File: src/design/sis_pkg.sv
// Shared types, constants and helpers of the sorted interval set unit.
package sis_pkg;

	localparam int CAPACITY    = 16;
	localparam int COORD_WIDTH = 32;
	localparam int IDX_W       = (CAPACITY > 1) ? $clog2(CAPACITY) : 1;
	localparam int CNT_W       = $clog2(CAPACITY + 1);
	localparam int ADDR_W      = IDX_W + 1;
	localparam int RAM_DEPTH   = 2 ** ADDR_W;

	// operation codes
	localparam logic [2:0] F_ADD = 3'd0;
	localparam logic [2:0] F_SUB = 3'd1;
	localparam logic [2:0] F_REM = 3'd2;
	localparam logic [2:0] F_QRY = 3'd3;
	localparam logic [2:0] F_CLR = 3'd4;

	// status codes
	localparam logic [1:0] STAT_OK    = 2'd0;
	localparam logic [1:0] STAT_FULL  = 2'd1;
	localparam logic [1:0] STAT_RANGE = 2'd2;

	typedef logic signed [COORD_WIDTH-1:0] coord_t;

	typedef struct packed {
		logic [2:0]         func;
		logic signed [31:0] coord_low;
		logic signed [31:0] coord_high;
		logic [3:0]         entry_index;
	} in_word_t;

	typedef struct packed {
		logic [1:0] status;
		logic       hit;
		logic [3:0] hit_index;
		logic [4:0] entry_count;
	} out_word_t;

	typedef enum logic [2:0] {
		S_IDLE = 3'b001,
		S_SCAN = 3'b010,
		S_FIN  = 3'b100
	} state_t;

	// reduce a 32-bit input coordinate to the internal width, sign kept
	function automatic coord_t to_coord(input logic signed [31:0] v);
		logic signed [63:0] w;
		w = 64'(v);
		return w[COORD_WIDTH-1:0];
	endfunction

endpackage

File: src/design/sis_ram.sv
// Generic simple dual-port RAM with registered read.
module sis_ram #(
	parameter int WIDTH = 32,
	parameter int DEPTH = 32
) (
	input  logic                     clk,
	input  logic                     we,
	input  logic [$clog2(DEPTH)-1:0] waddr,
	input  logic [WIDTH-1:0]         wdata,
	input  logic [$clog2(DEPTH)-1:0] raddr,
	output logic [WIDTH-1:0]         rdata
);

	logic [WIDTH-1:0] mem [DEPTH];

	always_ff @(posedge clk) begin
		if (we) begin
			mem[waddr] <= wdata;
		end
		rdata <= mem[raddr];
	end

endmodule

File: src/design/sorted_interval_set_unit.sv
// Add into a full store, out-of-range remove, clear and unused codes are answered
// without a scan; other operations scan the store, reading one store entry per cycle,
// except where an entry splits or is placed before another and its second word goes out.
// Throughput: one word at a time; busy is high while a scan runs.
// Reset: count cleared, active bank 0; store contents are not cleared.
// Results come as a one-cycle done strobe and cannot be stalled.
module sorted_interval_set_unit (
	input  logic               clk,
	input  logic               arst_n,
	input  logic               start,
	output logic               busy,
	input  sis_pkg::in_word_t  req,
	output logic               done,
	output sis_pkg::out_word_t rsp
);
	import sis_pkg::*;

	state_t             state_q;
	logic [2:0]         func_q;
	coord_t             olo_q, ohi_q, p_q, acc_lo_q, acc_hi_q, pend_lo_q, pend_hi_q;
	logic [3:0]         ridx_q;
	logic [CNT_W-1:0]   cnt_q, rd_ptr_q, wr_ptr_q;
	logic               bank_q, v_s1, pend_q, placed_q, rej_q, hit_q, done_q;
	logic [IDX_W-1:0]   idx_s1, hidx_q;
	out_word_t          rsp_q;

	logic [COORD_WIDTH-1:0] lo_rd, hi_rd;
	coord_t             a, b, lo_in, hi_in, olo_in, ohi_in;
	coord_t             e1_lo, e1_hi, e2_lo, e2_hi, w_lo, w_hi;
	logic               e1, e2, merge, split, qhit, dbl, we, fin_wr, accept, imm;
	logic [1:0]         imm_stat;
	logic [ADDR_W-1:0]  waddr, raddr;

	assign accept = start && (state_q == S_IDLE);
	assign busy   = (state_q != S_IDLE);
	assign done   = done_q;
	assign rsp    = rsp_q;

	// input ends, ordered
	assign lo_in  = to_coord(req.coord_low);
	assign hi_in  = to_coord(req.coord_high);
	assign olo_in = (hi_in < lo_in) ? hi_in : lo_in;
	assign ohi_in = (hi_in < lo_in) ? lo_in : hi_in;

	// words answered at once, without a scan
	always_comb begin
		imm      = 1'b0;
		imm_stat = STAT_OK;
		case (req.func) inside
			F_ADD: begin
				imm      = (cnt_q >= CNT_W'(CAPACITY));
				imm_stat = STAT_FULL;
			end
			F_REM: begin
				imm      = ({{CNT_W{1'b0}}, req.entry_index} >= {4'b0, cnt_q});
				imm_stat = STAT_RANGE;
			end
			F_SUB, F_QRY: imm = 1'b0;
			default: imm = 1'b1;
		endcase
	end

	// store banks: read the active one, rebuild into the other
	assign raddr = {bank_q, rd_ptr_q[IDX_W-1:0]};
	assign waddr = {~bank_q, wr_ptr_q[IDX_W-1:0]};

	sis_ram #(.WIDTH(COORD_WIDTH), .DEPTH(RAM_DEPTH)) u_ram_lo (
		.clk(clk), .we(we), .waddr(waddr), .wdata(w_lo), .raddr(raddr), .rdata(lo_rd)
	);
	sis_ram #(.WIDTH(COORD_WIDTH), .DEPTH(RAM_DEPTH)) u_ram_hi (
		.clk(clk), .we(we), .waddr(waddr), .wdata(w_hi), .raddr(raddr), .rdata(hi_rd)
	);

	assign a = $signed(lo_rd);
	assign b = $signed(hi_rd);

	// per-entry decision: up to two output entries
	always_comb begin
		e1 = 1'b0; e2 = 1'b0; merge = 1'b0; split = 1'b0; qhit = 1'b0;
		e1_lo = a; e1_hi = b; e2_lo = a; e2_hi = b;
		case (func_q)
			F_ADD: begin
				if (placed_q || b < olo_q) begin
					e1 = 1'b1;
				end else if (a > ohi_q) begin
					e1 = 1'b1; e1_lo = acc_lo_q; e1_hi = acc_hi_q; e2 = 1'b1;
				end else begin
					merge = 1'b1;
				end
			end
			F_SUB: begin
				if (b < olo_q || a > ohi_q) begin
					e1 = 1'b1;
				end else begin
					if (a < olo_q) begin
						e1 = 1'b1; e1_hi = olo_q;
					end
					if (ohi_q < b) begin
						e2 = 1'b1; e2_lo = ohi_q;
					end
					split = (a < olo_q) && (ohi_q < b);
				end
			end
			F_REM: e1 = ({4'b0, idx_s1} != {{IDX_W{1'b0}}, ridx_q});
			F_QRY: qhit = (a <= p_q) && (p_q <= b);
			default: ;
		endcase
	end

	assign dbl    = v_s1 && e1 && e2;
	assign fin_wr = (state_q == S_FIN) && (func_q == F_ADD) && !placed_q;
	assign we     = (state_q == S_SCAN) && (pend_q || (v_s1 && (e1 || e2))) || fin_wr;

	// write data select
	always_comb begin
		if (fin_wr) begin
			w_lo = acc_lo_q; w_hi = acc_hi_q;
		end else if (pend_q) begin
			w_lo = pend_lo_q; w_hi = pend_hi_q;
		end else if (e1) begin
			w_lo = e1_lo; w_hi = e1_hi;
		end else begin
			w_lo = e2_lo; w_hi = e2_hi;
		end
	end

	// payload registers
	always_ff @(posedge clk) begin
		if (accept) begin
			func_q   <= req.func;
			olo_q    <= olo_in;
			ohi_q    <= ohi_in;
			p_q      <= lo_in;
			ridx_q   <= req.entry_index;
			acc_lo_q <= olo_in;
			acc_hi_q <= ohi_in;
		end else if (state_q == S_SCAN && v_s1 && merge) begin
			acc_lo_q <= (a < acc_lo_q) ? a : acc_lo_q;
			acc_hi_q <= (b > acc_hi_q) ? b : acc_hi_q;
		end
		if (dbl) begin
			pend_lo_q <= e2_lo;
			pend_hi_q <= e2_hi;
		end
	end

	// sequencer
	always_ff @(posedge clk or negedge arst_n) begin
		if (!arst_n) begin
			state_q  <= S_IDLE;
			cnt_q    <= '0;
			bank_q   <= 1'b0;
			rd_ptr_q <= '0;
			wr_ptr_q <= '0;
			v_s1     <= 1'b0;
			idx_s1   <= '0;
			pend_q   <= 1'b0;
			placed_q <= 1'b0;
			rej_q    <= 1'b0;
			hit_q    <= 1'b0;
			hidx_q   <= '0;
			done_q   <= 1'b0;
			rsp_q    <= '0;
		end else begin
			done_q <= (accept && imm) || (state_q == S_FIN);
			unique case (state_q)
				S_IDLE: begin
					if (accept) begin
						rd_ptr_q <= '0;
						wr_ptr_q <= '0;
						v_s1     <= 1'b0;
						pend_q   <= 1'b0;
						placed_q <= 1'b0;
						rej_q    <= 1'b0;
						hit_q    <= 1'b0;
						hidx_q   <= '0;
						if (imm) begin
							rsp_q <= '{imm_stat, 1'b0, 4'd0,
								(req.func == F_CLR) ? 5'd0 : 5'(cnt_q)};
							if (req.func == F_CLR) cnt_q <= '0;
						end else begin
							state_q <= S_SCAN;
						end
					end
				end
				S_SCAN: begin
					if (v_s1 && func_q == F_ADD && e2) placed_q <= 1'b1;
					if (v_s1 && split && cnt_q >= CNT_W'(CAPACITY)) rej_q <= 1'b1;
					if (v_s1 && qhit && !hit_q) begin
						hit_q  <= 1'b1;
						hidx_q <= idx_s1;
					end
					pend_q   <= dbl;
					wr_ptr_q <= wr_ptr_q + CNT_W'(we);
					// issue next read unless a second word must go out first
					if (rd_ptr_q < cnt_q && !dbl) begin
						v_s1     <= 1'b1;
						idx_s1   <= rd_ptr_q[IDX_W-1:0];
						rd_ptr_q <= rd_ptr_q + 1'b1;
					end else begin
						v_s1 <= 1'b0;
					end
					if (rd_ptr_q == cnt_q && !v_s1 && !pend_q) state_q <= S_FIN;
				end
				S_FIN: begin
					state_q <= S_IDLE;
					case (func_q)
						F_ADD: begin
							cnt_q  <= wr_ptr_q + CNT_W'(!placed_q);
							rsp_q  <= '{STAT_OK, 1'b0, 4'd0,
								5'(wr_ptr_q + CNT_W'(!placed_q))};
							bank_q <= ~bank_q;
						end
						F_SUB: begin
							if (rej_q) begin
								rsp_q <= '{STAT_FULL, 1'b0, 4'd0, 5'(cnt_q)};
							end else begin
								cnt_q  <= wr_ptr_q;
								rsp_q  <= '{STAT_OK, 1'b0, 4'd0, 5'(wr_ptr_q)};
								bank_q <= ~bank_q;
							end
						end
						F_REM: begin
							cnt_q  <= wr_ptr_q;
							rsp_q  <= '{STAT_OK, 1'b0, 4'd0, 5'(wr_ptr_q)};
							bank_q <= ~bank_q;
						end
						F_QRY: rsp_q <= '{STAT_OK, hit_q, 4'(hidx_q), 5'(cnt_q)};
						default: rsp_q <= '{STAT_OK, 1'b0, 4'd0, 5'(cnt_q)};
					endcase
				end
				default: state_q <= S_IDLE;
			endcase
		end
	end

endmodule

File: config.mk
export PLATFORM = sky130hd
export DESIGN_NAME = sorted_interval_set_unit
export DESIGN_NICKNAME = d
export VERILOG_FILES = /design/src/design/sis_pkg.sv /design/src/design/sis_ram.sv /design/src/design/sorted_interval_set_unit.sv
export SDC_FILE = /design/constraint.sdc
export NUM_CORES = 2
export LEC_CHECK = 0
export BUFFER_PORTS_ARGS = -buffer_cell sky130_fd_sc_hd__buf_4
export CAP_MARGIN = 0
export CORE_UTILIZATION = 35
export CTS_CLUSTER_SIZE = 40
export DETAILED_ROUTE_END_ITERATION = 10
export PLACE_DENSITY_LB_ADDON = 0.1
export SYNTH_ARGS = -nofsm -noshare
export SYNTH_HDL_FRONTEND = slang
export SYNTH_SLANG_ARGS = --single-unit
export TNS_END_PERCENT = 50
File: constraint.sdc
create_clock -name clk -period 10.7 [get_ports clk]
set_input_delay 1.07 -clock clk [delete_from_list [all_inputs] [get_ports clk]]
set_output_delay 1.07 -clock clk [all_outputs]
set_load 0.02 [all_outputs]
## Word level (Yosys, flattened, before mapping)

Memory sizes are Yosys's and may differ from the RTL's. A register that Yosys moved wholly into a read port is not among the register bits.
Index checks and enable logic that the tools add are counted.

| operators by class | value |
|---|---|
| equal/unequal tests | 24 |
| mux-type cells | 81 |
| add/sub/neg operators | 3 |
| magnitude comparators | 12 |
| reductions and logical operators | 54 |
| bitwise gates (word level) | 1 |

Operators with widths:

| cell | count |
|---|---|
| two-way mux 32 bit | 24 |
| less-than comparator 32 bit | 5 |
| greater-than comparator 32 bit | 2 |
| less-or-equal comparator 32 bit | 2 |
| case mux 32 bit (2 select lines) | 1 |
| case mux 11 bit (4 select lines) | 1 |
| two-way mux 5 bit | 6 |
| case mux 5 bit (2 select lines) | 3 |
| two-way mux 1 bit | 24 |
| two-way mux 12 bit | 2 |
| case mux 12 bit (2 select lines) | 1 |
| logical AND 1 bit | 21 |
| AND reduction 3 bit | 7 |
| == test 3 x 2 -> 1 bit (second input constant) | 5 |
| case mux 5 bit (3 select lines) | 1 |
| case mux 1 bit (2 select lines) | 7 |
| nonzero test 2 bit | 6 |
| two-way mux 11 bit | 1 |
| adder 5 x 1 -> 5 bit | 2 |
| inequality test 2 x 1 -> 1 bit (second input constant) | 5 |
| == test 3 x 1 -> 1 bit (second input constant) | 3 |
| two-way mux 3 bit | 3 |
| two-way mux 4 bit | 2 |
| inequality test 2 bit (second input constant) | 4 |
| 21 further kinds | 37 |

| storage, ports and cells | value |
|---|---|
| memories kept | 2 |
| register bits after elaboration | 276 |
| input bits | 74 |
| output and inout port bits | 14 |
| RAM bits | 2,048 |
| word-level logic and storage cells | 203 |

Memories:

| name | depth | width | rd ports | clocked after Yosys merged registers in | write ports | line | RTL |
|---|---|---|---|---|---|---|---|
| u_ram_hi.mem | 32 | 32 | 1 | 1 | 1 | sis_ram.sv:14 | `logic [WIDTH-1:0] mem [DEPTH];` |
| u_ram_lo.mem | 32 | 32 | 1 | 1 | 1 | sis_ram.sv:14 |  |

## Longest topological paths before layout

| logic depth | value |
|---|---|
| word-level depth | 11 |
| depth in mapped cells | 18 |
| depth with buffers taken out | 17 |

## Hierarchy

A second synthesis with hierarchy kept.

| unflattened totals | value |
|---|---|
| cells, all modules | 6,510 |
| area, all modules | 101,328.4 sq um |

Modules (own cells, without submodules):

| module | times used | area an instance (sq um) | cells each | sequential area each (sq um) |
|---|---|---|---|---|
| sis_ram at u_ram_hi | 1 | 40,492.6 | 2,260 | 31,390.1 |
| sis_ram at u_ram_lo | 1 | 40,487.6 | 2,260 | 31,390.1 |
| sorted_interval_set_unit | 1 | 20,348.3 | 1,990 | 8,064.0 |

## Worst setup path after synthesis

OpenSTA, ideal clock, no wires.

| path | value |
|---|---|
| path type | flip-flop to flip-flop |
| start point | register ohi_q[14] |
| end point | memory u_ram_hi.mem[0][0] (enable) |
| data required time | 10,135 ps |
| buffers on the path | 1 |
| arrival time | 7,054 ps |
| setup time | 565 ps |
| path slack | 3,081 ps |
| stages on the path, launching flop included | 14 |
| clock period less this slack | 7,619 ps |
| path through | edfxtp_1 inv_1 ha_1 a21oi_1 nand2_1 a221o_1 o31ai_1 a221o_2 nand3_2 nor3_4 nor2_1 a32o_1 buf_2 nor3_1 |

| on the way | value |
|---|---|
| longest elaborated chain between the ends | 11 |
| elaborated cells on any way between the ends | 18 |
| classes of those cells | order compare: 2; mux: 10; reduce/logical: 6 |

Ends and longest elaborated chain:

| element | line | RTL |
|---|---|---|
| from (decl) | sorted_interval_set_unit.sv:20 | `coord_t olo_q, ohi_q, p_q, acc_lo_q, acc_hi_q, pend_lo_q, pend_hi_q;` |
| from (signal assigned) | sorted_interval_set_unit.sv:132 | `ohi_q <= ohi_in;` |
| greater-than comparator 32 bit / less-than comparator 32 bit (equally long branches) | sorted_interval_set_unit.sv:85, sorted_interval_set_unit.sv:92, sorted_interval_set_unit.sv:98 |  |
| two-way mux 1 bit, or another cell as far along | sorted_interval_set_unit.sv:85 | `end else if (a > ohi_q) begin` |
| two-way mux 1 bit (on tied branches) | sorted_interval_set_unit.sv:83, sorted_interval_set_unit.sv:92 |  |
| case mux 1 bit (3 select lines) / case mux 1 bit (2 select lines) (equally long branches) | sorted_interval_set_unit.sv:81 | `case (func_q)` |
| logical OR 1 bit (*) | sorted_interval_set_unit.sv:112 | `assign we = (state_q == S_SCAN) && (pend_q \|\| (v_s1 && (e1 \|\| e2))) \|\| fin_wr;` |
| logical AND 1 bit (*) | sorted_interval_set_unit.sv:112 |  |
| logical OR 1 bit (*) | sorted_interval_set_unit.sv:112 |  |
| logical AND 1 bit (*) | sorted_interval_set_unit.sv:112 |  |
| logical OR 1 bit (*) | sorted_interval_set_unit.sv:112 |  |
| two-way mux 1 bit (*) | sis_ram.sv:17 | `if (we) begin` |
| two-way mux 1 bit (not written as such) (*) | sis_ram.sv:18 | `mem[waddr] <= wdata;` |
| to (decl) | sis_ram.sv:14 |  |

Mark *: on every way between the ends. The rest lies on a longest branch, timed or not.

## Worst setup path after layout

| path | value |
|---|---|
| start point | register u_ram_lo.rdata[20] (read register of u_ram_lo.mem) |
| end point | memory u_ram_hi.mem[5][15] (enable) |

| on the way | value |
|---|---|
| longest elaborated chain between the ends | 11 |
| elaborated cells on any way between the ends | 18 |
| classes of those cells | order compare: 2; mux: 10; reduce/logical: 6 |

Ends and longest elaborated chain:

| element | line | RTL |
|---|---|---|
| from (decl) | sis_ram.sv:11 | `output logic [WIDTH-1:0] rdata` |
| less-than comparator 32 bit / greater-than comparator 32 bit (equally long branches) | sorted_interval_set_unit.sv:95, sorted_interval_set_unit.sv:85, sorted_interval_set_unit.sv:92 |  |
| two-way mux 1 bit, or another cell as far along | sorted_interval_set_unit.sv:95 | `if (a < olo_q) begin` |
| two-way mux 1 bit (on tied branches) | sorted_interval_set_unit.sv:92, sorted_interval_set_unit.sv:83 |  |
| case mux 1 bit (3 select lines) / case mux 1 bit (2 select lines) (equally long branches) | sorted_interval_set_unit.sv:81 |  |
| logical OR 1 bit (*) | sorted_interval_set_unit.sv:112 |  |
| logical AND 1 bit (*) | sorted_interval_set_unit.sv:112 |  |
| logical OR 1 bit (*) | sorted_interval_set_unit.sv:112 |  |
| logical AND 1 bit (*) | sorted_interval_set_unit.sv:112 |  |
| logical OR 1 bit (*) | sorted_interval_set_unit.sv:112 |  |
| two-way mux 1 bit (*) | sis_ram.sv:17 |  |
| two-way mux 1 bit (not written as such) (*) | sis_ram.sv:18 |  |

Marked as above.

==> summary.md <==
| Metric | Value |
|---|---|
| Netlist cell types | 84 |
| Share of the synthesized area in the top cell type | 0.685 |
| Switching portion of total power | 0.206 |
| Largest net degree at the start of global routing | about 120 |
| Design Area, Final | approximately 120000 sq um |
| Internal | between 15 and 20 mW |
| Gate power share | 0.008 |
| Final min period | 6090 ps |
| Avg Inst Size Synth | just under 20 sq um |
| Fmax achieved | between 150 and 200 MHz |
| End-of-flow core utilization | 0.407 |
| Synth area leader | edfxtp_1 |
| Clk sink count | between 2000 and 2500 |
| Synth cell count leaders | edfxtp_1, mux4_2, ha_1 |
| Post-route ant nets | 0 |
| Starting DRT DRC Count | approximately 5300 |
| Placer Congestion | about 0.85 |
| Yosys warning count | 0 |
| Reg-to-reg critical path startpoint | u_ram_lo.rdata[20]$_DFF_P_ |
| Drt drc | 0 |
| Number of synthesized flops with an enable pin | about 2300 |
| Detailed placement HPWL | about 200 mm |
| CTS tree | done |
| Vias per std cell | around 5.5 |
| Hold Path Class | primary input to asynchronous set/reset pin |
| Reg-to-reg slack, setup | 4610 ps |
| Max_cap viols | 0 |
| Starting Density | 0.353 |
| CP startpoint kind | register |
| Most frequent cell after synthesis | edfxtp_1 |
| Hold Fails Final Rpt | 0 |
| Setup violations, final | 0 |
| Pre-antenna DRT Iters | 5 |
| Worst-Skew Late Latency | 890 ps |
| RSZ-0062 raised after global routing | false |
| Ports | just under 90 |
| Fin crit share | 0.569 |
| Worst Reg-to-Reg Cells | 13 |
| Vias post-DR | ~52000 |
| Top post-synthesis cells by area | edfxtp_1, mux4_2, ha_1 |
| Worst-path fanout max | 34 |
| Hold_buf cts | 0 |
| FFs w/ async S/R, synth | 0.0188 |
| Worst-Margin Slew | around 1300 ps |
| Slew Viols, Final | 0 |
| Final net count | 5730 |
| Core Region | about 280000 sq um |
| Setup Skew | roughly 53 ps |
| Biggest regs | u_ram_hi.mem x1024, u_ram_lo.mem x1024 |
| Routed length per instance | around 34 um |
| Worst setup path startpoint | u_ram_lo.rdata[20]$_DFF_P_ |
| Vias in the first global route | between 50000 and 60000 |
| Clock root cell | clkbuf_16 |
| Syn_nets | ~5400 |
| PostCTS Resize Cnt | 0 |
| Grt total ovfl | 0 |
| Instance area at placement | between 100000 and 150000 sq um |
| P_leak | ~38 nW |
| H-tree depth | 5 |
| FILL cells | 25200 |
| Status | finished clean |
| Overall routing resource usage | 0.219 |
| Clock power frac | 0.475 |
| Routed Wire Length | about 310 mm |
| Inserted Clock Buffers | about 270 |
| Seq cells post-synth | ~2400 |
| Setup TNS | 0 ps |
| Post-synth top flop | edfxtp_1 |
| Clk pin slew, worst setup/hold paths | about 60 ps |
| Slew HR | 0.148 |
| Final total power | a little under 20 mW |
| DIE AREA | between 200000 and 300000 sq um |
| FF+latch area | roughly 71000 sq um |
| Cell count after synthesis | between 5000 and 6000 |
| Worst EP arrival | ~6600 ps |
| Initial antenna violation count | 24 |
| Netlist Area Pre-Place | around 100000 sq um |
| Flop pwr share | 0.516 |
| PnR worst setup slack | 4610 ps |
| Multi-input gate area | between 20000 and 30000 sq um |
| Psw | just over 4 mW |
| Post-synthesis sequential area ratio | 0.709 |
| Required time worst endpoint | about 11000 ps |
| PwrDens | about 170 nW/um^2 |
| First-pass GRT wire length | 437 mm |
| Worst-case clock buffer depth | 4 |
| Post-CTS setup buffers | 0 |
| Site row count | 195 |
| Pre-CTS WS | between 4000 and 5000 ps |
| Layout cells sized above 1 | 0.294 |
| CP Class | register to register |
| Synth-to-Final Area Change | 15.2% |
| Peak VDD IR | around 150 uV |
| Worst R2R End | u_ram_hi.mem[5][15]$_DFFE_PP_ |
| Die width | ~540 um |
| Input/output buffers | a little under 90 |
| Crit. End Element | register |
| Die height | approximately 540 um |
cell usage in the layout (no fill, tap or decap), types with 95 or more instances in the layout:
cell type and n:
mux4_2 640, o21ai_0 102, clkbuf_16 279, a21oi_1 95
inv_1 248, nand2_1 103, edfxtp_1 2279, ha_1 297
buf_4 246, mux2_2 227
cell families after synthesis:
group	Yosys count	synth area share
flops	2388	0.709
buf+inv	493	0.0191
fa+ha+maj	297	0.0372
compound gates	515	0.0370
mux	881	0.171
xor+xnor	11	0.000964
simple gates	489	0.0255
layout make-up:
| class | count | share of cell area |
|---|---|---|
| multi-input combinational | 2193 | 0.242 |
| sequential | 2388 | 0.615 |
| timing repair buffer | 252 | 0.0170 |
| antenna | 18 | 0.000391 |
| clock inverter | 153 | 0.0136 |
| tap | 3743 | 0.0407 |
| inverter | 250 | 0.00822 |
| clock buffer | 338 | 0.0627 |
critical path: stages, from the launching register on:
cell,delay [ps]
dfxtp_1,760
ha_1,250
nand4_1,140
nor4_1,810
o31ai_1,340
a221o_2,550
nand2_1,130
and3_4,240
nor2_1,70
a32o_2,250
buf_4,280
nor3_2,530
buf_4,580
buf_4,620
worst max path at each step:
stage                                                to  cells past startpoint
final                     u_ram_hi.mem[5][15]$_DFFE_PP_                     13
after CTS                 u_ram_hi.mem[5][15]$_DFFE_PP_                     13
after global placement    u_ram_lo.mem[5][14]$_DFFE_PP_                     13
after floorplan            u_ram_hi.mem[0][0]$_DFFE_PP_                     13
after global routing      u_ram_hi.mem[5][15]$_DFFE_PP_                     13
after detailed placement  u_ram_hi.mem[5][13]$_DFFE_PP_                     13
power groups by stage:
| stage | Combinational [mW] | Clock [mW] | Sequential [mW] |
|---|---|---|---|
| finish | 0.161 | 9.28 | 10.1 |
| detailed placement | 0.164 | 0 | 10.3 |
| global placement | 0.163 | 0 | 10.3 |
| CTS | 0.165 | 9.50 | 10.1 |
| floorplan | 0.0742 | 0 | 10.3 |
| global route | 0.172 | 9.83 | 10.1 |
metrics by stage:
| step | hold slack (ps) | instances |
|---|---|---|
| floorplan | 450 | 5074 |
| global placement | 459 | 8825 |
| detailed placement | 461 | 8825 |
| CTS | 176 | 9316 |
| global route | 217 | 9321 |
| finish | 209 | 9335 |
metal layers:
metal / vias up / share of wire / track usage
met1: 28200 / 0.46 / 0.319
li1: 21600 / - / -
met5: - / 0 / 0
met4: 0 / 0.022 / 0.0486
met2: 1389 / 0.47 / 0.350
met3: 345 / 0.045 / 0.0277
(Power assumes the default switching activity.)
